### config.mk
export PLATFORM = sky130hd
export DESIGN_NAME = base26_letters_decimal_converter_flat
export DESIGN_NICKNAME = d
export VERILOG_FILES = /design/src/rtl/b26_pkg.sv /design/src/rtl/b26_req_if.sv /design/src/rtl/b26_rsp_if.sv /design/src/rtl/b26_divider.sv /design/src/rtl/base26_letters_decimal_converter.sv /design/src/flat_wrapper.sv
export SDC_FILE = /design/constraint.sdc
export NUM_CORES = 1
export LEC_CHECK = 0
export ABC_AREA = 1
export ABC_CLOCK_PERIOD_IN_PS = 5800
export BUFFER_PORTS_ARGS = -buffer_cell sky130_fd_sc_hd__buf_2
export CORE_UTILIZATION = 60
export DETAILED_ROUTE_END_ITERATION = 8
export HOLD_SLACK_MARGIN = 0.06
export PLACE_DENSITY = 0.77
export SYNTH_ARGS = -nofsm -noshare
export SYNTH_HDL_FRONTEND = slang
export SYNTH_HIERARCHICAL = 1
export SYNTH_SLANG_ARGS = --single-unit
### constraint.sdc
create_clock -name clock -period 5.8 [get_ports clock]
set_input_delay 0.87 -clock clock [delete_from_list [all_inputs] [get_ports clock]]
set_output_delay 0.87 -clock clock [all_outputs]
set_load 0.02 [all_outputs]
### src/rtl/b26_pkg.sv
// ----------------------------------------------------------------------------
// b26_pkg: shared types and constants of the base-26 / decimal converter
// Widths, character codes, radix values and divider sizing.
// ----------------------------------------------------------------------------
package b26_pkg;

   // accumulator width and output length limit
   localparam int VALUE_BITS    = 32;
   localparam int MAX_OUT_CHARS = 10;

   // product of the accumulator and a radix, plus one digit
   localparam int PROD_W = VALUE_BITS + 5;

   // output character counter and buffer index
   localparam int CNT_W = $clog2(MAX_OUT_CHARS + 1);
   localparam int IDX_W = $clog2(MAX_OUT_CHARS);

   // divider: quotient bits retired per cycle, padded dividend width
   localparam int DIVISOR_W  = 5;
   localparam int DIV_STEP   = 4;
   localparam int QUO_BITS   = ((VALUE_BITS + DIV_STEP - 1) / DIV_STEP) * DIV_STEP;
   localparam int DIV_CYCLES = QUO_BITS / DIV_STEP;
   localparam int DIV_CNT_W  = $clog2(DIV_CYCLES);

   localparam logic [DIVISOR_W-1:0] RADIX_LETTER  = DIVISOR_W'(26);
   localparam logic [DIVISOR_W-1:0] RADIX_DECIMAL = DIVISOR_W'(10);

   // ASCII codes
   localparam logic [7:0] CH_NUL = 8'h00;
   localparam logic [7:0] CH_A   = 8'h61;
   localparam logic [7:0] CH_Z   = 8'h7A;
   localparam logic [7:0] CH_0   = 8'h30;
   localparam logic [7:0] CH_9   = 8'h39;

   typedef enum logic [1:0] {
      WC_NONE   = 2'd0,
      WC_LETTER = 2'd1,
      WC_DIGIT  = 2'd2
   } word_class_type;

   typedef enum logic [1:0] {
      ST_OK       = 2'd0,
      ST_MIXED    = 2'd1,
      ST_OVERFLOW = 2'd2
   } status_type;

endpackage

### src/rtl/b26_req_if.sv
// ----------------------------------------------------------------------------
// b26_req_if: character input channel
// Valid/ready channel carrying one character and its end-of-word flag.
// ----------------------------------------------------------------------------
interface b26_req_if;
   logic       valid;
   logic       ready;
   logic [7:0] char_in;
   logic       word_end;

   modport source (output valid, output char_in, output word_end, input ready);
   modport sink   (input valid, input char_in, input word_end, output ready);
endinterface

### src/rtl/b26_rsp_if.sv
// ----------------------------------------------------------------------------
// b26_rsp_if: converted character output channel
// Valid/ready channel carrying one result character with its flags.
// ----------------------------------------------------------------------------
interface b26_rsp_if;
   logic       valid;
   logic       ready;
   logic [7:0] out_char;
   logic       out_last;
   logic [1:0] status;
   logic       empty_word;

   modport source (output valid, output out_char, output out_last, output status,
                   output empty_word, input ready);
   modport sink   (input valid, input out_char, input out_last, input status,
                   input empty_word, output ready);
endinterface

### src/rtl/b26_divider.sv
// ----------------------------------------------------------------------------
// b26_divider: iterative divider by a small radix
// Restoring division, DIV_STEP quotient bits per cycle; done pulses once.
// ----------------------------------------------------------------------------
module b26_divider
   import b26_pkg::*;
(
   input  logic                  clock,
   input  logic                  reset,
   input  logic                  start,
   input  logic [VALUE_BITS-1:0] dividend,
   input  logic [DIVISOR_W-1:0]  divisor,
   output logic                  done,
   output logic [VALUE_BITS-1:0] quotient,
   output logic [DIVISOR_W-1:0]  remainder
);

   logic                 busy_ff, busy_in;
   logic                 done_ff, done_in;
   logic [DIV_CNT_W-1:0] cnt_ff, cnt_in;
   logic [QUO_BITS-1:0]  quo_ff, quo_in;
   logic [DIVISOR_W-1:0] rem_ff, rem_in;

   // DIV_STEP chained compare-subtract steps on the narrow remainder
   always_comb begin
      logic [DIVISOR_W:0]   trial;
      logic [DIVISOR_W-1:0] rem_w;
      logic [QUO_BITS-1:0]  quo_w;
      rem_w = rem_ff;
      quo_w = quo_ff;
      for (int i = 0; i < DIV_STEP; i++) begin
         trial = {rem_w, quo_w[QUO_BITS-1]};
         quo_w = {quo_w[QUO_BITS-2:0], 1'b0};
         if (trial >= {1'b0, divisor}) begin
            trial    = trial - {1'b0, divisor};
            quo_w[0] = 1'b1;
         end
         rem_w = trial[DIVISOR_W-1:0];
      end

      busy_in = busy_ff;
      done_in = 1'b0;
      cnt_in  = cnt_ff;
      quo_in  = quo_ff;
      rem_in  = rem_ff;
      if (start) begin
         busy_in = 1'b1;
         cnt_in  = '0;
         quo_in  = QUO_BITS'(dividend);
         rem_in  = '0;
      end else if (busy_ff) begin
         quo_in = quo_w;
         rem_in = rem_w;
         cnt_in = cnt_ff + DIV_CNT_W'(1);
         if (cnt_ff == DIV_CNT_W'(DIV_CYCLES - 1)) begin
            busy_in = 1'b0;
            done_in = 1'b1;
         end
      end
   end

   always_ff @(posedge clock) begin
      if (reset) begin
         busy_ff <= 1'b0;
         done_ff <= 1'b0;
         cnt_ff  <= '0;
      end else begin
         busy_ff <= busy_in;
         done_ff <= done_in;
         cnt_ff  <= cnt_in;
      end
      quo_ff <= quo_in;
      rem_ff <= rem_in;
   end

   assign done      = done_ff;
   assign quotient  = quo_ff[VALUE_BITS-1:0];
   assign remainder = rem_ff;

endmodule

### src/rtl/base26_letters_decimal_converter.sv
// ----------------------------------------------------------------------------
// base26_letters_decimal_converter: column-name <-> decimal converter
// Reads a word of lowercase letters as bijective base 26 and emits it in
// decimal, or reads leading decimal digits and emits them as letters.
// ----------------------------------------------------------------------------
//
//   channel | direction | word contents                          | accepted when
//   --------+-----------+----------------------------------------+---------------
//   req     | in        | char_in[7:0], word_end                 | valid & ready
//   rsp     | out       | out_char[7:0], out_last, status[1:0],  | valid & ready
//           |           | empty_word                             |
//
// Flow: one character word is taken per cycle while idle. On word_end the
//   sequencer produces each output character by check, the shared
//   4-bit-per-cycle divider, which sets the word-end latency, and store,
//   then streams the buffered characters one per cycle unless rsp is held;
//   error and empty results go from check to a single result word.
// Reset: synchronous, active high; clears the sequencer, word state and the
//   output valid. The character buffer holds no reset value.
// Stalls: req.ready is high only while idle; a held rsp word blocks the
//   streaming of the next character, never the idle acceptance of input.
// ----------------------------------------------------------------------------
module base26_letters_decimal_converter
   import b26_pkg::*;
(
   input logic       clock,
   input logic       reset,
   b26_req_if.sink   req,
   b26_rsp_if.source rsp
);

   typedef enum logic [5:0] {
      S_IDLE   = 6'b000001,
      S_CHECK  = 6'b000010,
      S_DIV    = 6'b000100,
      S_STORE  = 6'b001000,
      S_EMIT   = 6'b010000,
      S_SINGLE = 6'b100000
   } state_type;

   state_type             state_ff, state_in;
   word_class_type        class_ff, class_in;
   logic [VALUE_BITS-1:0] acc_ff, acc_in;
   logic                  stop_ff, stop_in;
   status_type            err_ff, err_in;
   logic [CNT_W-1:0]      n_ff, n_in;

   // characters, least significant first
   logic [7:0] buf_ff [MAX_OUT_CHARS];

   // output register
   logic       rsp_valid_ff;
   logic [7:0] rsp_char_ff;
   logic       rsp_last_ff;
   status_type rsp_status_ff;
   logic       rsp_empty_ff;

   logic       out_free;
   logic       out_load;
   logic [7:0] load_char;
   logic       load_last;
   status_type load_status;
   logic       load_empty;

   // per-character update
   logic                  is_letter, is_num;
   logic [DIVISOR_W-1:0]  radix;
   logic [DIVISOR_W-1:0]  digit;
   logic [PROD_W-1:0]     prod;
   logic                  prod_ovf;
   word_class_type        upd_class;
   logic [VALUE_BITS-1:0] upd_acc;
   logic                  upd_stop;
   status_type            upd_err;

   // shared divider
   logic                  div_start;
   logic                  div_done;
   logic [VALUE_BITS-1:0] div_quo;
   logic [DIVISOR_W-1:0]  div_rem;
   logic [DIVISOR_W-1:0]  div_divisor;

   // digit store
   logic                  buf_we;
   logic [7:0]            store_char;
   logic [VALUE_BITS-1:0] next_v;
   logic [CNT_W-1:0]      rd_full;
   logic [IDX_W-1:0]      rd_idx;

   assign out_free = !rsp_valid_ff || rsp.ready;

   // ---- accumulate one character -------------------------------------------
   always_comb begin
      is_letter = req.char_in inside {[CH_A:CH_Z]};
      is_num    = req.char_in inside {[CH_0:CH_9]};
      radix     = is_letter ? RADIX_LETTER : RADIX_DECIMAL;
      digit     = is_letter ? DIVISOR_W'(req.char_in - CH_A + 8'd1)
                            : DIVISOR_W'(req.char_in - CH_0);
      prod      = PROD_W'(acc_ff) * PROD_W'(radix) + PROD_W'(digit);
      // past the accumulator width: flag it, keep the old value
      prod_ovf  = |prod[PROD_W-1:VALUE_BITS];

      upd_class = class_ff;
      upd_acc   = acc_ff;
      upd_stop  = stop_ff;
      upd_err   = err_ff;
      if (req.char_in != CH_NUL) begin
         if (is_letter) begin
            if (class_ff == WC_DIGIT) begin
               upd_err = ST_MIXED;
            end else begin
               upd_class = WC_LETTER;
               if (err_ff == ST_OK) begin
                  if (prod_ovf) upd_err = ST_OVERFLOW;
                  else          upd_acc = prod[VALUE_BITS-1:0];
               end
            end
         end else begin
            if (class_ff == WC_LETTER) begin
               upd_err = ST_MIXED;
            end else begin
               upd_class = WC_DIGIT;
               if (err_ff == ST_OK && !stop_ff) begin
                  if (is_num) begin
                     if (prod_ovf) upd_err = ST_OVERFLOW;
                     else          upd_acc = prod[VALUE_BITS-1:0];
                  end else begin
                     // first non-digit ends the value
                     upd_stop = 1'b1;
                  end
               end
            end
         end
      end
   end

   // ---- shared divider: radix 26 toward letters, 10 toward decimal --------
   assign div_divisor = (class_ff == WC_DIGIT) ? RADIX_LETTER : RADIX_DECIMAL;

   b26_divider u_div (
      .clock     (clock),
      .reset     (reset),
      .start     (div_start),
      .dividend  (acc_ff),
      .divisor   (div_divisor),
      .done      (div_done),
      .quotient  (div_quo),
      .remainder (div_rem)
   );

   // ---- map remainder to a character --------------------------------------
   always_comb begin
      if (class_ff == WC_DIGIT) begin
         // bijective: a zero remainder is 'z' and borrows from the quotient
         if (div_rem == '0) begin
            store_char = CH_Z;
            next_v     = div_quo - VALUE_BITS'(1);
         end else begin
            store_char = CH_A - 8'd1 + 8'(div_rem);
            next_v     = div_quo;
         end
      end else begin
         store_char = CH_0 + 8'(div_rem);
         next_v     = div_quo;
      end
   end

   assign rd_full = n_ff - CNT_W'(1);
   assign rd_idx  = rd_full[IDX_W-1:0];

   // ---- sequencer ---------------------------------------------------------
   always_comb begin
      state_in    = state_ff;
      class_in    = class_ff;
      acc_in      = acc_ff;
      stop_in     = stop_ff;
      err_in      = err_ff;
      n_in        = n_ff;
      div_start   = 1'b0;
      buf_we      = 1'b0;
      out_load    = 1'b0;
      load_char   = CH_NUL;
      load_last   = 1'b0;
      load_status = ST_OK;
      load_empty  = 1'b0;

      case (state_ff)
         S_IDLE: begin
            if (req.valid) begin
               class_in = upd_class;
               acc_in   = upd_acc;
               stop_in  = upd_stop;
               err_in   = upd_err;
               if (req.word_end) begin
                  n_in     = '0;
                  state_in = S_CHECK;
               end
            end
         end
         S_CHECK: begin
            if (err_ff != ST_OK) begin
               state_in = S_SINGLE;
            end else if (n_ff == '0 && class_ff == WC_DIGIT && acc_ff == '0) begin
               // zero value toward letters: empty marker
               state_in = S_SINGLE;
            end else if (n_ff == CNT_W'(MAX_OUT_CHARS)) begin
               err_in   = ST_OVERFLOW;
               state_in = S_SINGLE;
            end else begin
               div_start = 1'b1;
               state_in  = S_DIV;
            end
         end
         S_DIV: begin
            if (div_done) state_in = S_STORE;
         end
         S_STORE: begin
            buf_we = 1'b1;
            n_in   = n_ff + CNT_W'(1);
            acc_in = next_v;
            if (next_v == '0) begin
               class_in = WC_NONE;
               stop_in  = 1'b0;
               err_in   = ST_OK;
               state_in = S_EMIT;
            end else begin
               state_in = S_CHECK;
            end
         end
         S_EMIT: begin
            // most significant character was stored last
            if (out_free) begin
               out_load  = 1'b1;
               load_char = buf_ff[rd_idx];
               load_last = (n_ff == CNT_W'(1));
               n_in      = rd_full;
               if (n_ff == CNT_W'(1)) state_in = S_IDLE;
            end
         end
         S_SINGLE: begin
            if (out_free) begin
               out_load    = 1'b1;
               load_last   = 1'b1;
               load_status = err_ff;
               load_empty  = (err_ff == ST_OK);
               class_in    = WC_NONE;
               acc_in      = '0;
               stop_in     = 1'b0;
               err_in      = ST_OK;
               state_in    = S_IDLE;
            end
         end
         default: begin
            state_in = S_IDLE;
         end
      endcase
   end

   always_ff @(posedge clock) begin
      if (reset) begin
         state_ff     <= S_IDLE;
         class_ff     <= WC_NONE;
         acc_ff       <= '0;
         stop_ff      <= 1'b0;
         err_ff       <= ST_OK;
         n_ff         <= '0;
         rsp_valid_ff <= 1'b0;
      end else begin
         state_ff <= state_in;
         class_ff <= class_in;
         acc_ff   <= acc_in;
         stop_ff  <= stop_in;
         err_ff   <= err_in;
         n_ff     <= n_in;
         if (out_load)       rsp_valid_ff <= 1'b1;
         else if (rsp.ready) rsp_valid_ff <= 1'b0;
      end
      if (out_load) begin
         rsp_char_ff   <= load_char;
         rsp_last_ff   <= load_last;
         rsp_status_ff <= load_status;
         rsp_empty_ff  <= load_empty;
      end
      if (buf_we) buf_ff[n_ff[IDX_W-1:0]] <= store_char;
   end

   assign req.ready      = (state_ff == S_IDLE);
   assign rsp.valid      = rsp_valid_ff;
   assign rsp.out_char   = rsp_char_ff;
   assign rsp.out_last   = rsp_last_ff;
   assign rsp.status     = rsp_status_ff;
   assign rsp.empty_word = rsp_empty_ff;

   // ---- checks ------------------------------------------------------------
   a_done_in_div: assert property (@(posedge clock) disable iff (reset)
      div_done |-> state_ff == S_DIV)
      else $error("divider finished outside the divide state");

   a_store_room: assert property (@(posedge clock) disable iff (reset)
      state_ff == S_STORE |-> n_ff < CNT_W'(MAX_OUT_CHARS))
      else $error("character buffer overrun");

   a_emit_nonempty: assert property (@(posedge clock) disable iff (reset)
      state_ff == S_EMIT |-> n_ff != '0)
      else $error("streaming with an empty buffer");

   a_end_starts: assert property (@(posedge clock) disable iff (reset)
      req.valid && req.ready && req.word_end |=> state_ff == S_CHECK)
      else $error("word end did not start conversion");

   a_load_free: assert property (@(posedge clock) disable iff (reset)
      out_load |-> !rsp_valid_ff || rsp.ready)
      else $error("output word overwritten while held");

endmodule

### src/flat_wrapper.sv
// flat-port wrapper written by rule: the top's interface ports become plain ports
module base26_letters_decimal_converter_flat import b26_pkg::*;
  (clock, reset, req_valid, req_char_in, req_word_end, req_ready, rsp_valid, rsp_out_char, rsp_out_last, rsp_status, rsp_empty_word, rsp_ready);
  b26_req_if req_i ();
  b26_rsp_if rsp_i ();
  input logic clock;
  input logic reset;
  input wire logic [$bits(req_i.valid)-1:0] req_valid;
  input wire logic [$bits(req_i.char_in)-1:0] req_char_in;
  input wire logic [$bits(req_i.word_end)-1:0] req_word_end;
  output wire logic [$bits(req_i.ready)-1:0] req_ready;
  output wire logic [$bits(rsp_i.valid)-1:0] rsp_valid;
  output wire logic [$bits(rsp_i.out_char)-1:0] rsp_out_char;
  output wire logic [$bits(rsp_i.out_last)-1:0] rsp_out_last;
  output wire logic [$bits(rsp_i.status)-1:0] rsp_status;
  output wire logic [$bits(rsp_i.empty_word)-1:0] rsp_empty_word;
  input wire logic [$bits(rsp_i.ready)-1:0] rsp_ready;
  assign req_i.valid = req_valid;
  assign req_i.char_in = req_char_in;
  assign req_i.word_end = req_word_end;
  assign req_ready = req_i.ready;
  assign rsp_valid = rsp_i.valid;
  assign rsp_out_char = rsp_i.out_char;
  assign rsp_out_last = rsp_i.out_last;
  assign rsp_status = rsp_i.status;
  assign rsp_empty_word = rsp_i.empty_word;
  assign rsp_i.ready = rsp_ready;
  base26_letters_decimal_converter u_core (.clock(clock), .reset(reset), .req(req_i), .rsp(rsp_i));
endmodule
==> After elaboration in Yosys (flattened, before gate mapping) <==
Memories as Yosys holds them, arrays and structs flattened. A register that Yosys moved wholly into a read port is not among the register bits.
Cells that the tools add are included.
{ "totals": {"ram_bits": 80, "elab_cells": 197, "output_inout_bits": 14, "n_memories": 1, "rom_bits": 0, "register_bits": 94, "latchBits": 0} }
{ "op_classes": {"div": 0, "shifts": 0, "add_sub_neg": 14, "magnitude_cmp": 8, "n_reduce_logical": 33, "bitwise": 1, "multipliers": 1, "n_eq_ne": 34, "mux": 90} }
{ "memory_table": {"columns": ["memory", "words", "word_bits", "read_ports", "rd_clocked_by_memory_dff", "wr", "line_no", "text"], "rows": [
  ["u_core.buf_ff", 10, 8, 1, 1, 1, "base26_letters_decimal_converter.sv:49", "logic [7:0] buf_ff [MAX_OUT_CHARS];"]
]} }
{ "ops": {"columns": ["operator", "n"], "rows": [
  ["$mux 32", 14],
  ["$pmux 32 s3", 1],
  ["$logic_not 32->1", 2],
  ["$mux 6", 9],
  ["$mux 5", 8],
  ["$mux 2", 19],
  ["$add 37x5->37", 1],
  ["$mul 32x5->37", 1],
  ["$pmux 6 s6", 1],
  ["$sub 32x1->32 const B", 1],
  ["$mux 1", 28],
  ["$ge 6x5->1", 4],
  ["$sub 5x5->5", 4],
  ["$reduce_and 9->1", 2],
  ["$mux 8", 2],
  ["$ne 2x2->1 const B", 8],
  ["$ne 2x1->1 const B", 7],
  ["$mux 4", 3],
  ["$pmux 4 s3", 1],
  ["$reduce_and 11->1", 1],
  ["$add 7x5->8 const A", 1],
  ["$ge 8x6->1 const B", 1],
  ["$ge 8x7->1 const B", 1],
  ["$le 8x6->1 const B", 1],
  ["other kinds (46)", 60]
]} }

==> Logic depth before layout (Yosys ltp) <==
Gate-level depths: netlist (run 1).
{ "depth": {"word_depth": 14, "ltp_mapped": 41, "mapped_depth_nobuf": 41} }

==> Hierarchy <==
Netlist (run 1), hierarchy kept.
{ "by_module_without_submodules": {"columns": ["module", "cells_per_inst", "n_inst", "area_per_inst_um2", "seq_area_each_um2"], "rows": [
  ["base26_letters_decimal_converter", 1495, 1, 11177.0, 3393.3],
  ["b26_divider", 368, 1, 2926.6, 1161.1]
]} }

==> Least setup slack after synthesis (run 1) <==
Ideal clock, no wire load.
{ "synth_timing": {"path_type": "reg2reg", "start": "register u_core.class_ff[1]", "end": "register u_core.u_div.quo_ff[0] (netlist: u_core/u_div/quotient[0]), data pin", "period_less_slack_ps": 5176, "stages_incl_launch_ff": 34, "setup_slack_ps": 624, "t_arrival_ps": 4913, "required_time_ps": 5537, "path_cell_list": "dfxtp_1 > nand2_1 > inv_1 > inv_1 > ha_1 > inv_2 > nor2_2 > nand3_4 > nand3_2 > nand2_1 > nand2_1 > fa_1 > a21oi_1 > a21oi_2 > nand3_4 > nand2_1 > nand2_1 > inv_1 > ha_1 > a21oi_1 > o21ai_0 > a21oi_1 > inv_1 > nor2_4 > nand3_1 > nand2_1 > inv_1 > fa_1 > nand3_1 > nand2_1 > nand2_1 > nand2_1 > nor2_4 > a31oi_1"} }
{ "synth_via": {"elab_chain_len": 12} }
{ "synth_lines": {"columns": ["item", "line_no", "text"], "rows": [
  ["start: declaration", "base26_letters_decimal_converter.sv:42", "word_class_type class_ff, class_in;"],
  ["start signal: assignment", "base26_letters_decimal_converter.sv:270", "class_ff <= class_in;"],
  ["$eq 2x2->1 *", "base26_letters_decimal_converter.sv:138", "assign div_divisor = (class_ff == WC_DIGIT) ? RADIX_LETTER : RADIX_DECIMAL;"],
  ["$mux 5 *", "base26_letters_decimal_converter.sv:138", null],
  ["via u_core.div_divisor[4]", "base26_letters_decimal_converter.sv:81", "logic [DIVISOR_W-1:0] div_divisor;"],
  ["$sub 5x5->5 or $ge 6x5->1 (tied branches)", "b26_divider.sv:35, b26_divider.sv:34", null],
  ["$mux 5", "b26_divider.sv:34", "if (trial >= {1'b0, divisor}) begin"],
  ["$ge 6x5->1 or $sub 5x5->5 (tied branches)", "b26_divider.sv:34, b26_divider.sv:35", null],
  ["$mux 5", "b26_divider.sv:34", null],
  ["$sub 5x5->5 or $ge 6x5->1 (tied branches)", "b26_divider.sv:35, b26_divider.sv:34", null],
  ["$mux 5", "b26_divider.sv:34", null],
  ["$ge 6x5->1 *", "b26_divider.sv:34", null],
  ["$mux 1 *", "b26_divider.sv:34", null],
  ["$mux 32 *", "b26_divider.sv:51", "end else if (busy_ff) begin"],
  ["$mux 32 *", "b26_divider.sv:46", "if (start) begin"],
  ["via u_core.u_div.quo_in[0]", "b26_divider.sv:21", "logic [QUO_BITS-1:0] quo_ff, quo_in;"],
  ["end signal: assignment", "b26_divider.sv:72", "quo_ff <= quo_in;"],
  ["end: declaration", "b26_divider.sv:21", null]
]} }
Mark *: on every way through the listed nets, which the timed path passes. The rest lies on a longest branch. The select of a mux whose other input is x is not followed.
A chain may end at the register's enable or synchronous reset.

==> Worst setup path after layout (run 1) <==
{ "layout_timing": {"start": "register u_core.class_ff[0]", "end": "register u_core.u_div.quo_ff[0] (netlist: u_core/u_div/quotient[0]), data pin"} }
Same word-level chain as after synthesis.

==> run_results.csv, run 1 <==
group,metric,value,unit
outcome,status,"finished with violations",
outcome,violations,"DRC",
synth,synth_top_cell_by_area,"edfxtp_1",
setup_path,critical-path-top-delay-family,"simple AND/OR/NAND/NOR gates",
route,drt_pass1_iterations,8,
final_layout,nets,2070,
place,hpwlAfterDp,28300,microns
timing,clock_skew,0.0136,ns
route,wirelength,36200,microns
timing,timing.final.ws_setup,0.442,ns
clock_network,worstSkewPairLatency,0.43,ns
synth,yosysSeqAreaShare,32.3,%
final_layout,n_antenna_cell,0,
setup_path,crit_slowest_cell,"fa_1",
route,detail_route.iter0.violations,1209,
grt,grt_usage,30.8,%
timing,min_period_over_period,92.4,%
synth,syn_area_per_cell,7.57,sq um
hold_path,min_from,"u_core/u_div/remainder[1]",
grt,grt_first_pass_wirelength,58300,microns
place,gp_congestion,0.941,
place,port_buffers,25,
setup_path,rrSetupSlack,0.44,ns
setup_path,required,5.93,ns
synth,synth_edf_count,113,
synth,synth_cell_type_count,59,
synth,synth_top_cell_area_share,24.1,%
setup_path,cp-startpoint,"u_core/class_ff[0]",
grt,grt_antenna_before_repair,0,
timing,maxSlewViolCount,0,
setup_path,endpoint_kind,"register",
synth,ys_top_cells_by_area,"edfxtp_1 24%, nand2_1 13%, ha_1 12%",
floorplan,start_util,61.7,%
clock_network,cts.clk_slew.worst_paths,0.07,ns
timing,slew_headroom,21.2,%
route,postRouteAntennaNets,0,
setup_path,cp.arrival,5.49,ns
floorplan,die_w,155,microns
clock_network,cts.htree.levels,4,
synth,ys.flop_type,"edfxtp_1",
clock_network,clk_path_buf_depth,2,
clock_network,root_buffer,"clkbuf_16",
setup_path,r2r_start,"u_core/class_ff[0]",
setup_path,path_buf_inv,9,
timing,worst_hold_slack,0.520,ns
floorplan,dieArea,24100,sq um
setup_path,cp_slowest_stage_delay,0.43,ns
synth,syn_area,14100,sq um
final_layout,area_growth,8.16,%
pwr,powerDensity,615,nW/um^2
timing,fin_tns_setup,0,ns
synth,ys_seq_elements,171,
synth,async_flop_share,0,%
timing,hold_violations,0,
timing,fin_crit,5.36,ns
route,drc,1,
floorplan,core,22800,sq um
timing,max_freq,187,MHz
clock_network,clock-sinks,171,
setup_path,cp_common_cell,"nand2_1",
setup_path,worst_setup_path_start_kind,"register",
final_layout,drive_gt1_share,9.09,%
route,avgViaCountPerCell,5.69,
clock_network,tritoncts,"done",
setup_path,cp_max_fo,6,
grt,overflow,0,
grt,grt_pass1_vias,11700,
place,dpl_worst_slack,0.0710,ns
clock_network,cts_buffers,17,
route,wl_per_cell,16.4,microns
job,cap_violations,0,
pwr,vdd_drop_max,0.967,mV
grt,grt_max_degree,60,
floorplan,num_rows,55,
route,num_vias,12600,
hold_path,hold_class,"register to register",
floorplan,ios,27,
floorplan,fp.dieH,155,microns
timing,tightest_slew,1.17,ns
pwr,p_leak,7.40,nW
timing,setup_viol,0,
setup_path,path_class,"register to register",
synth,ys_warn_count,6,
synth,postSynthCellCount,1863,
-- sequential cells by signal, summed over array words and instances, names as in the netlist --
register and flops:
u_core/u_div/cnt_ff 3, u_core/u_div/remainder 5, u_core/acc_ff 32, u_core/u_div/quotient 32
u_core/buf_ff 70, u_core/err_ff 2, u_core/rsp.status 2, u_core/state_ff 6
u_core/rsp.out_last 1, u_core/rsp.empty_word 1, u_core/stop_ff 1, u_core/u_div/busy_ff 1
u_core/rsp.out_char 7, u_core/class_ff 2, u_core/rsp.valid 1, u_core/u_div/done 1
u_core/n_ff 4
-- worst min-delay path, delay by kind of cell, from the launching register on --
| kind | cells | cell delay [ns] |
|---|---|---|
| and+or+nand+nor | 2 | 0.13 |
| DFF | 1 | 0.35 |
-- cell usage in the layout, fill, tap and decap left out, drive strengths merged, types with 2 or more instances in the layout --
cell,instances
nand2,511
inv,270
nor2,215
ha,131
edfxtp,113
nand3,103
a21oi,100
o21ai,94
dfxtp,58
buf,46
fa,36
nand4,31
nor3,26
xnor2,23
xor2,18
clkbuf,17
a22o,12
conb,10
nand3b,9
mux2i,8
o221ai,8
nor4,8
a31oi,7
clkinv,7
o32ai,6
o211ai,6
or2,5
and3,5
o21bai,5
a211oi,4
and2,2
nor3b,2
-- cell usage after synthesis, types with 3 or more instances --
cell      count
nand2_1     491
inv_1       244
nor2_1      195
ha_1        131
edfxtp_1    113
a21oi_1      99
nand3_1      90
o21ai_0      88
dfxtp_1      58
fa_1         36
clkbuf_1     31
nand4_1      29
nor3_1       24
xnor2_1      23
inv_2        17
xor2_1       17
nand2_2      16
a22o_1       12
nor2_2       12
mux2i_1       8
nand3_2       8
nand3b_1      8
nor2_4        8
o221ai_1      8
a31oi_1       7
buf_2         6
nor4_1        6
o211ai_1      6
o21ai_1       6
o32ai_1       6
and3_1        5
nand3_4       5
o21bai_1      5
or2_2         5
buf_1         4
nand2_4       4
a211oi_1      3
buf_6         3
-- timing repair --
item,in CTS,in global routing
resized for setup,0,12
setup buffers,0,7
hold buffers,0,0
setup endpoints to repair,0,6
-- area by class of cell --
| cell class | count | area, sq um |
|---|---|---|
| multi-input combinational | 1391 | 8430 |
| clock buffer | 17 | 425 |
| timing repair buffer | 46 | 295 |
| sequential | 171 | 4560 |
| fill | 1987 | 7590 |
| clock inverter | 15 | 169 |
| tap | 313 | 392 |
| inverter | 263 | 987 |
-- per-layer routing --
| layer | track usage (%) | vias to the layer above | share of wire [%] |
|---|---|---|---|
| met1 | 42.7 | 5862 | 44 |
| met5 | 0 | - | 0 |
| met4 | 7.94 | 0 | 2.0 |
| met3 | 5.57 | 65 | 8.5 |
| li1 | - | 6167 | - |
| met2 | 49.7 | 508 | 46 |
-- path summary, 6_finish.rpt --
kind	end	cells past startpoint
hold reg to reg	u_core/u_div/remainder[1]	2
setup reg to reg	u_core/u_div/quotient[0]	38
hold / removal	u_core/u_div/remainder[1]	2
setup / recovery	u_core/u_div/quotient[0]	38
-- where the power goes --
group	internal, W	leakage (nW)	switching [W]
clock	0.000617	0.296	0.000523
combinational	0.00233	5.60	0.00401
sequential	0.00162	1.50	0.000271
total	0.00457	7.40	0.00480
-- kinds of logic after synthesis --
logic type | share of synthesized area [%]
compound gates | 10.1
xor+xnor | 2.60
fa+ha+maj | 16.7
buf+inv | 8.49
flops | 32.3
mux | 0.568
other cells | 0.0532
simple gates | 29.2
-- metrics by stage --
step	instance area (sq um)	cells	utilization [%]	total power, W
global placement	14600	2177	63.7	0.00785
detailed placement	14600	2177	63.7	0.00799
global route	15300	2216	66.8	0.0102
floorplan	14100	1871	-	0.00667
CTS	15200	2209	66.3	0.00915
finish	15300	2216	66.8	0.00938
Note: power is estimated with default switching activity, not from simulation.
==> run 2: changes to the inputs <==
Settings changed: ABC_AREA 1 to not set.
==> run 2 against run 1 <==
  * The run ends with DRC, setup timing left
  * Via count decreased by 6.1%
  * Clock skew fell by 0.0066 ns
  * First-iteration DRC count up 1.5%
  * Sequential power up 3%
  * Non-clock buffer count is 184 higher
  * Die area is 3.7% lower
  * Cell count decreased by 19%
==> run_results.csv, run 2 <==
group,metric,value,unit
grt,grt_max_degree,56,
route,wirelength,37700,microns
setup_path,cp_max_fo,6,
final_layout,n_antenna_cell,0,
clock_network,cts.htree.levels,4,
timing,maxSlewViolCount,0,
grt,grt_first_pass_wirelength,58800,microns
place,placed_cells,1734,
synth,synth_top_cell_by_area,"edfxtp_1",
grt,grt_pass1_vias,11100,
synth,synth_top_cell_area_share,25.0,%
setup_path,worst_setup_path_start_kind,"register",
setup_path,crit_slowest_cell,"or3_4",
floorplan,die_w,152,microns
pwr,p_leak,6.70,nW
synth,ys_warn_count,6,
synth,async_flop_share,0,%
floorplan,core,22000,sq um
place,port_buffers,25,
timing,fin_crit,6.51,ns
clock_network,worstSkewPairLatency,0.43,ns
place,dpl_worst_slack,-0.706,ns
synth,postSynthCellCount,1306,
pwr,powerDensity,641,nW/um^2
synth,synth_cell_type_count,110,
floorplan,num_rows,54,
synth,yosysSeqAreaShare,33.5,%
final_layout,area_growth,19.9,%
synth,synth_edf_count,113,
outcome,violations,"DRC, setup timing",
final_layout,final_cells,1788,
timing,max_freq,154,MHz
floorplan,fp.dieH,152,microns
grt,grt_usage,32.1,%
floorplan,ios,27,
final_layout,largest_reg_flops,70,
setup_path,cp_slowest_stage_delay,0.41,ns
place,gp_congestion,0.924,
clock_network,clk_path_buf_depth,2,
synth,syn_area_per_cell,10.4,sq um
timing,setup_viol,6,
floorplan,dieArea,23200,sq um
setup_path,worstSetupEndpoint,"u_core/u_div/remainder[0]",
timing,rsz0062_at_grt,"yes",
setup_path,cp_common_cell,"a21o_1",
setup_path,endpoint_kind,"register",
clock_network,cts.clk_slew.worst_paths,0.07,ns
route,drt_pass1_iterations,9,
pwr,vdd_drop_max,0.718,mV
setup_path,crit_cells,27,
job,cap_violations,0,
final_layout,nets,1675,
setup_path,r2r_start,"u_core/u_div/remainder[0]",
setup_path,path_class,"register to register",
synth,ys_seq_elements,171,
setup_path,rrSetupSlack,-0.71,ns
route,detail_route.iter0.violations,1227,
synth,ys_top_cells_by_area,"edfxtp_1 25%, ha_1 12%, dfxtp_1 8.6%",
grt,grt_antenna_before_repair,0,
timing,timing.final.ws_setup,-0.709,ns
setup_path,rr_worst_depth,27,
hold_path,hold_class,"register to register",
setup_path,cp.arrival,6.84,ns
outcome,status,"finished with violations",
place,hpwlAfterDp,27700,microns
synth,ys.flop_type,"edfxtp_1",
timing,min_period_over_period,112,%
final_layout,final_common_cell,"buf_4",
clock_network,cts_buffers,17,
timing,clock_skew,0.00697,ns
route,postRouteAntennaNets,0,
clock_network,clock-sinks,171,
clock_network,tritoncts,"done",
route,num_vias,11800,
hold_path,whs_path_depth,2,
timing,slew_headroom,28.9,%
setup_path,path_buf_inv,2,
setup_path,cp-startpoint,"u_core/u_div/remainder[0]",
synth,syn_area,13600,sq um
route,wl_per_cell,21.1,microns
timing,tightest_slew,1.06,ns
timing,hold_violations,0,
final_layout,drive_gt1_share,27.5,%
clock_network,root_buffer,"clkbuf_16",
setup_path,timing.rr.end,"u_core/u_div/remainder[0]",
setup_path,critical-path-top-delay-family,"compound AO/OA/AOI/OAI gates",
floorplan,start_util,61.6,%
route,avgViaCountPerCell,6.62,
synth,synthTopCellsByCount,"131 x ha_1, 113 x edfxtp_1, 81 x nor2_1",
final_layout,final_cell_mix,"199 x buf_4, 124 x ha_1, 113 x edfxtp_1",
setup_path,required,6.13,ns
synth,yosysMostFrequentCell,"ha_1",
route,drc,3,
grt,overflow,0,
run 2: worst min-delay path: cells and delay by family (launching register included):
| kind | cells | cell delay [ns] |
|---|---|---|
| flip-flops | 1 | 0.32 |
| multiplexers | 1 | 0.12 |
| AND/OR/NAND/NOR | 1 | 0.05 |
run 2: stage by stage:
stage	TNS [ns]	hold WS, ns	util, %	instance area, sq um	total power [W]
floorplan	-3.58	0.489	-	13700	0.00610
global placement	-10.88	0.517	69.4	15300	0.00821
detailed placement	-14.65	0.520	69.4	15300	0.00837
CTS	-3.10	0.541	72.5	16000	0.00983
global route	-5.46	0.558	73.9	16300	0.0110
finish	-4.02	0.537	73.9	16300	0.0104
run 2: cell type report:
| class | count | area (sq um) |
|---|---|---|
| inverters | 54 | 208 |
| multi-input cells | 1021 | 8860 |
| well taps | 280 | 350 |
| flip-flops and latches | 171 | 4560 |
| clock buffers | 17 | 425 |
| repair buffers | 230 | 1720 |
| clock inverters | 15 | 151 |
| fillers | 1514 | 5750 |
run 2: layer usage:
| layer | wire, microns | GRT usage [%] | part of all wire [%] |
|---|---|---|---|
| met5 | 0 | 0 | 0 |
| met4 | 1290 | 12.4 | 3.4 |
| met3 | 3780 | 7.91 | 10 |
| met2 | 17200 | 50.7 | 46 |
| met1 | 15400 | 42.6 | 41 |
run 2: what timing repair did:
item	in CTS	in global routing
setup buffers	9	11
pin swaps	23	30
gates cloned	0	2
gates resized for setup	14	38
setup endpoints to repair	6	39
hold buffers	0	0
run 2: where the power goes:
group	switching (W)	internal, W	leakage [nW]
clock	0.000532	0.000573	0.277
sequential	0.000333	0.00161	1.49
combinational	0.00372	0.00366	4.94
total	0.00458	0.00585	6.70
run 2: cells by family after synthesis:
kind of cell | count (synthesis) | synth area share (%)
buf+inv | 122 | 4.19
compound gates | 323 | 17.4
xor+xnor | 71 | 4.58
simple gates | 381 | 16.1
other cells | 2 | 0.0553
flops | 171 | 33.5
mux | 69 | 6.76
fa+ha+maj | 167 | 17.4
run 2: worst min path at each step:
stage / from / end / slack (ns)
after floorplan: u_core/u_div/done / u_core/state_ff[2] / 0.49
after global placement: u_core/u_div/cnt_ff[1] / u_core/u_div/cnt_ff[1] / 0.52
after detailed placement: u_core/u_div/cnt_ff[0] / u_core/u_div/cnt_ff[0] / 0.52
after CTS: u_core/u_div/cnt_ff[0] / u_core/u_div/cnt_ff[0] / 0.54
after global routing: u_core/u_div/cnt_ff[2] / u_core/u_div/cnt_ff[2] / 0.56
final: u_core/u_div/cnt_ff[2] / u_core/u_div/cnt_ff[2] / 0.54
==> run 3: changes to the inputs <==
Settings changed: SKIP_CTS_REPAIR_TIMING set to 1.
==> run 3 against run 2 <==
  * The run still ends with DRC, setup timing left
  * Non-clock buffer count decreased by 7
  * First-iteration DRC count up 5.8%
  * Clock skew is essentially flat
  * Count of clock-buffer cells in the layout did not move
  * Critical path depth grew 1
  * Register-to-register slack gained 0.07 ns
  * Core utilization shrank 0.20 points
  * Sequential share of layout area increased by 0.078 points
  * Power decreased by 1.7%
  * Wire length fell by 0.64%
  * Via count fell by 1.5%
  * Combinational power down 2%
  * Critical path type unchanged
  * Highest routed layer unchanged
==> run_results.csv, run 3 (synthesized netlist as in run 2, its figures left out) <==
group,metric,value,unit
pwr,power_frac_clock,10.8,%
setup_path,rrSetupSlack,-0.64,ns
setup_path,endpoint_kind,"register",
route,drt_pass1_iterations,9,
pwr,p_sw_share,44.2,%
pwr,vdd_drop_max,0.675,mV
timing,fin_tns_setup,-3.50,ns
clock_network,worstSkewPairLatency,0.44,ns
place,hpwlAfterDp,27700,microns
timing,slew_headroom,29.1,%
setup_path,path_class,"register to register",
final_layout,final_cell_mix,"191 x buf_4, 124 x ha_1, 113 x edfxtp_1",
timing,timing.final.ws_setup,-0.637,ns
final_layout,area_growth,19.6,%
route,num_vias,11700,
timing,rsz0062_at_grt,"yes",
floorplan,die_w,152,microns
pwr,p_int,0.00572,W
timing,clock_skew,0.00737,ns
setup_path,worst_setup_path_start_kind,"register",
grt,grt_first_pass_wirelength,58200,microns
place,port_buffers,25,
timing,setup_viol,6,
final_layout,final_cells,1781,
pwr,p_switching,0.00453,W
clock_network,clock-sinks,171,
setup_path,cp_slowest_stage_delay,0.37,ns
setup_path,critical-path-top-delay-family,"compound AO/OA/AOI/OAI gates",
final_layout,final_common_cell,"buf_4",
clock_network,cts.clk_slew.worst_paths,0.07,ns
route,avgViaCountPerCell,6.55,
clock_network,tritoncts,"done",
grt,grt_max_degree,56,
timing,maxSlewViolCount,0,
timing,fin_crit,6.44,ns
floorplan,core,22000,sq um
floorplan,start_util,61.6,%
setup_path,required,6.13,ns
setup_path,cp_max_fo,6,
route,drc,3,
final_layout,fillers,1518,
route,wirelength,37400,microns
floorplan,num_rows,54,
pwr,seqPwrFrac,18.9,%
clock_network,cts_buffers,17,
final_layout,nets,1668,
clock_network,cts.htree.levels,4,
outcome,status,"finished with violations",
route,postRouteAntennaNets,0,
grt,grt_pass1_vias,11100,
outcome,violations,"DRC, setup timing",
route,detail_route.iter0.violations,1298,
grt,grt_antenna_before_repair,0,
floorplan,fp.dieH,152,microns
floorplan,dieArea,23200,sq um
setup_path,path_buf_inv,2,
grt,overflow,0,
setup_path,crit_slowest_cell,"mux2_4",
pwr,pwr-share-comb,70.3,%
final_layout,drive_gt1_share,27.3,%
timing,max_freq,155,MHz
place,gp_congestion,0.924,
final_layout,largest_reg_flops,70,
route,wl_per_cell,21.0,microns
clock_network,clk_path_buf_depth,2,
place,placed_cells,1734,
floorplan,ios,27,
job,cap_violations,0,
hold_path,hold_class,"register to register",
pwr,powerDensity,631,nW/um^2
grt,grt_usage,31.8,%
pwr,p_leak,6.67,nW
setup_path,cp.arrival,6.77,ns
timing,min_period_over_period,111,%
timing,hold_violations,0,
clock_network,root_buffer,"clkbuf_16",
final_layout,n_antenna_cell,0,
timing,tightest_slew,1.06,ns
run 3: cell types whose count changed in the layout (fill, tap and decap cells not counted), sizes merged:
| cell | delta |
|---|---|
| buf | -7 |
run 3: worst register-to-register path, delay by kind of cell (launching register included):
family,cells,cell delay (ns)
mux,4,1.09
simple gates,4,0.66
compound gates,14,2.52
fa+ha+maj,4,1.37
buf+inv,2,0.33
flops,1,0.36
run 3: path summary, 6_finish.rpt:
| path | from | end | cells past startpoint |
|---|---|---|---|
| setup / recovery | u_core/u_div/remainder[0] | u_core/u_div/remainder[0] | 28 |
| hold reg to reg | u_core/u_div/cnt_ff[0] | u_core/u_div/cnt_ff[0] | 2 |
| setup reg to reg | u_core/u_div/remainder[0] | u_core/u_div/remainder[0] | 28 |
| hold / removal | u_core/u_div/cnt_ff[0] | u_core/u_div/cnt_ff[0] | 2 |
run 3: metrics by stage:
step | setup slack (ns) | instance area, sq um | hold WS, ns | power [W] | util [%]
2_1_floorplan | -0.764 | 13700 | 0.489 | 0.00610 | -
3_3_place_gp | -0.519 | 15300 | 0.517 | 0.00821 | 69.4
3_5_place_dp | -0.706 | 15300 | 0.520 | 0.00837 | 69.4
4_1_cts | -0.728 | 15900 | 0.541 | 0.00949 | 72.0
5_1_grt | -0.854 | 16200 | 0.558 | 0.0109 | 73.7
6_report | -0.637 | 16200 | 0.541 | 0.0102 | 73.7
run 3: power by group through the flow:
stage | Clock (W) | Combinational (W) | Sequential (W)
2_1_floorplan | 0 | 0.00427 | 0.00183
3_3_place_gp | 0 | 0.00627 | 0.00194
3_5_place_dp | 0 | 0.00642 | 0.00195
4_1_cts | 0.00111 | 0.00646 | 0.00192
5_1_grt | 0.00116 | 0.00774 | 0.00197
6_report | 0.00111 | 0.00720 | 0.00194
run 3: layout make-up:
type,instances,area (sq um),area share (%)
multi-input combinational,1021,8870,54.6
sequential,171,4560,28.1
timing repair buffer,223,1670,10.3
clock buffer,17,425,2.62
tap,280,350,2.16
inverter,54,208,1.28
clock inverter,15,151,0.933
run 3: per-layer routing:
| layer | GRT usage, % | part of all wire, % | vias to the layer above |
|---|---|---|---|
| li1 | - | - | 5384 |
| met1 | 42.4 | 41 | 5561 |
| met2 | 50.1 | 46 | 592 |
| met3 | 7.62 | 9.6 | 121 |
| met4 | 12.1 | 3.2 | 0 |
| met5 | 0 | 0 | - |
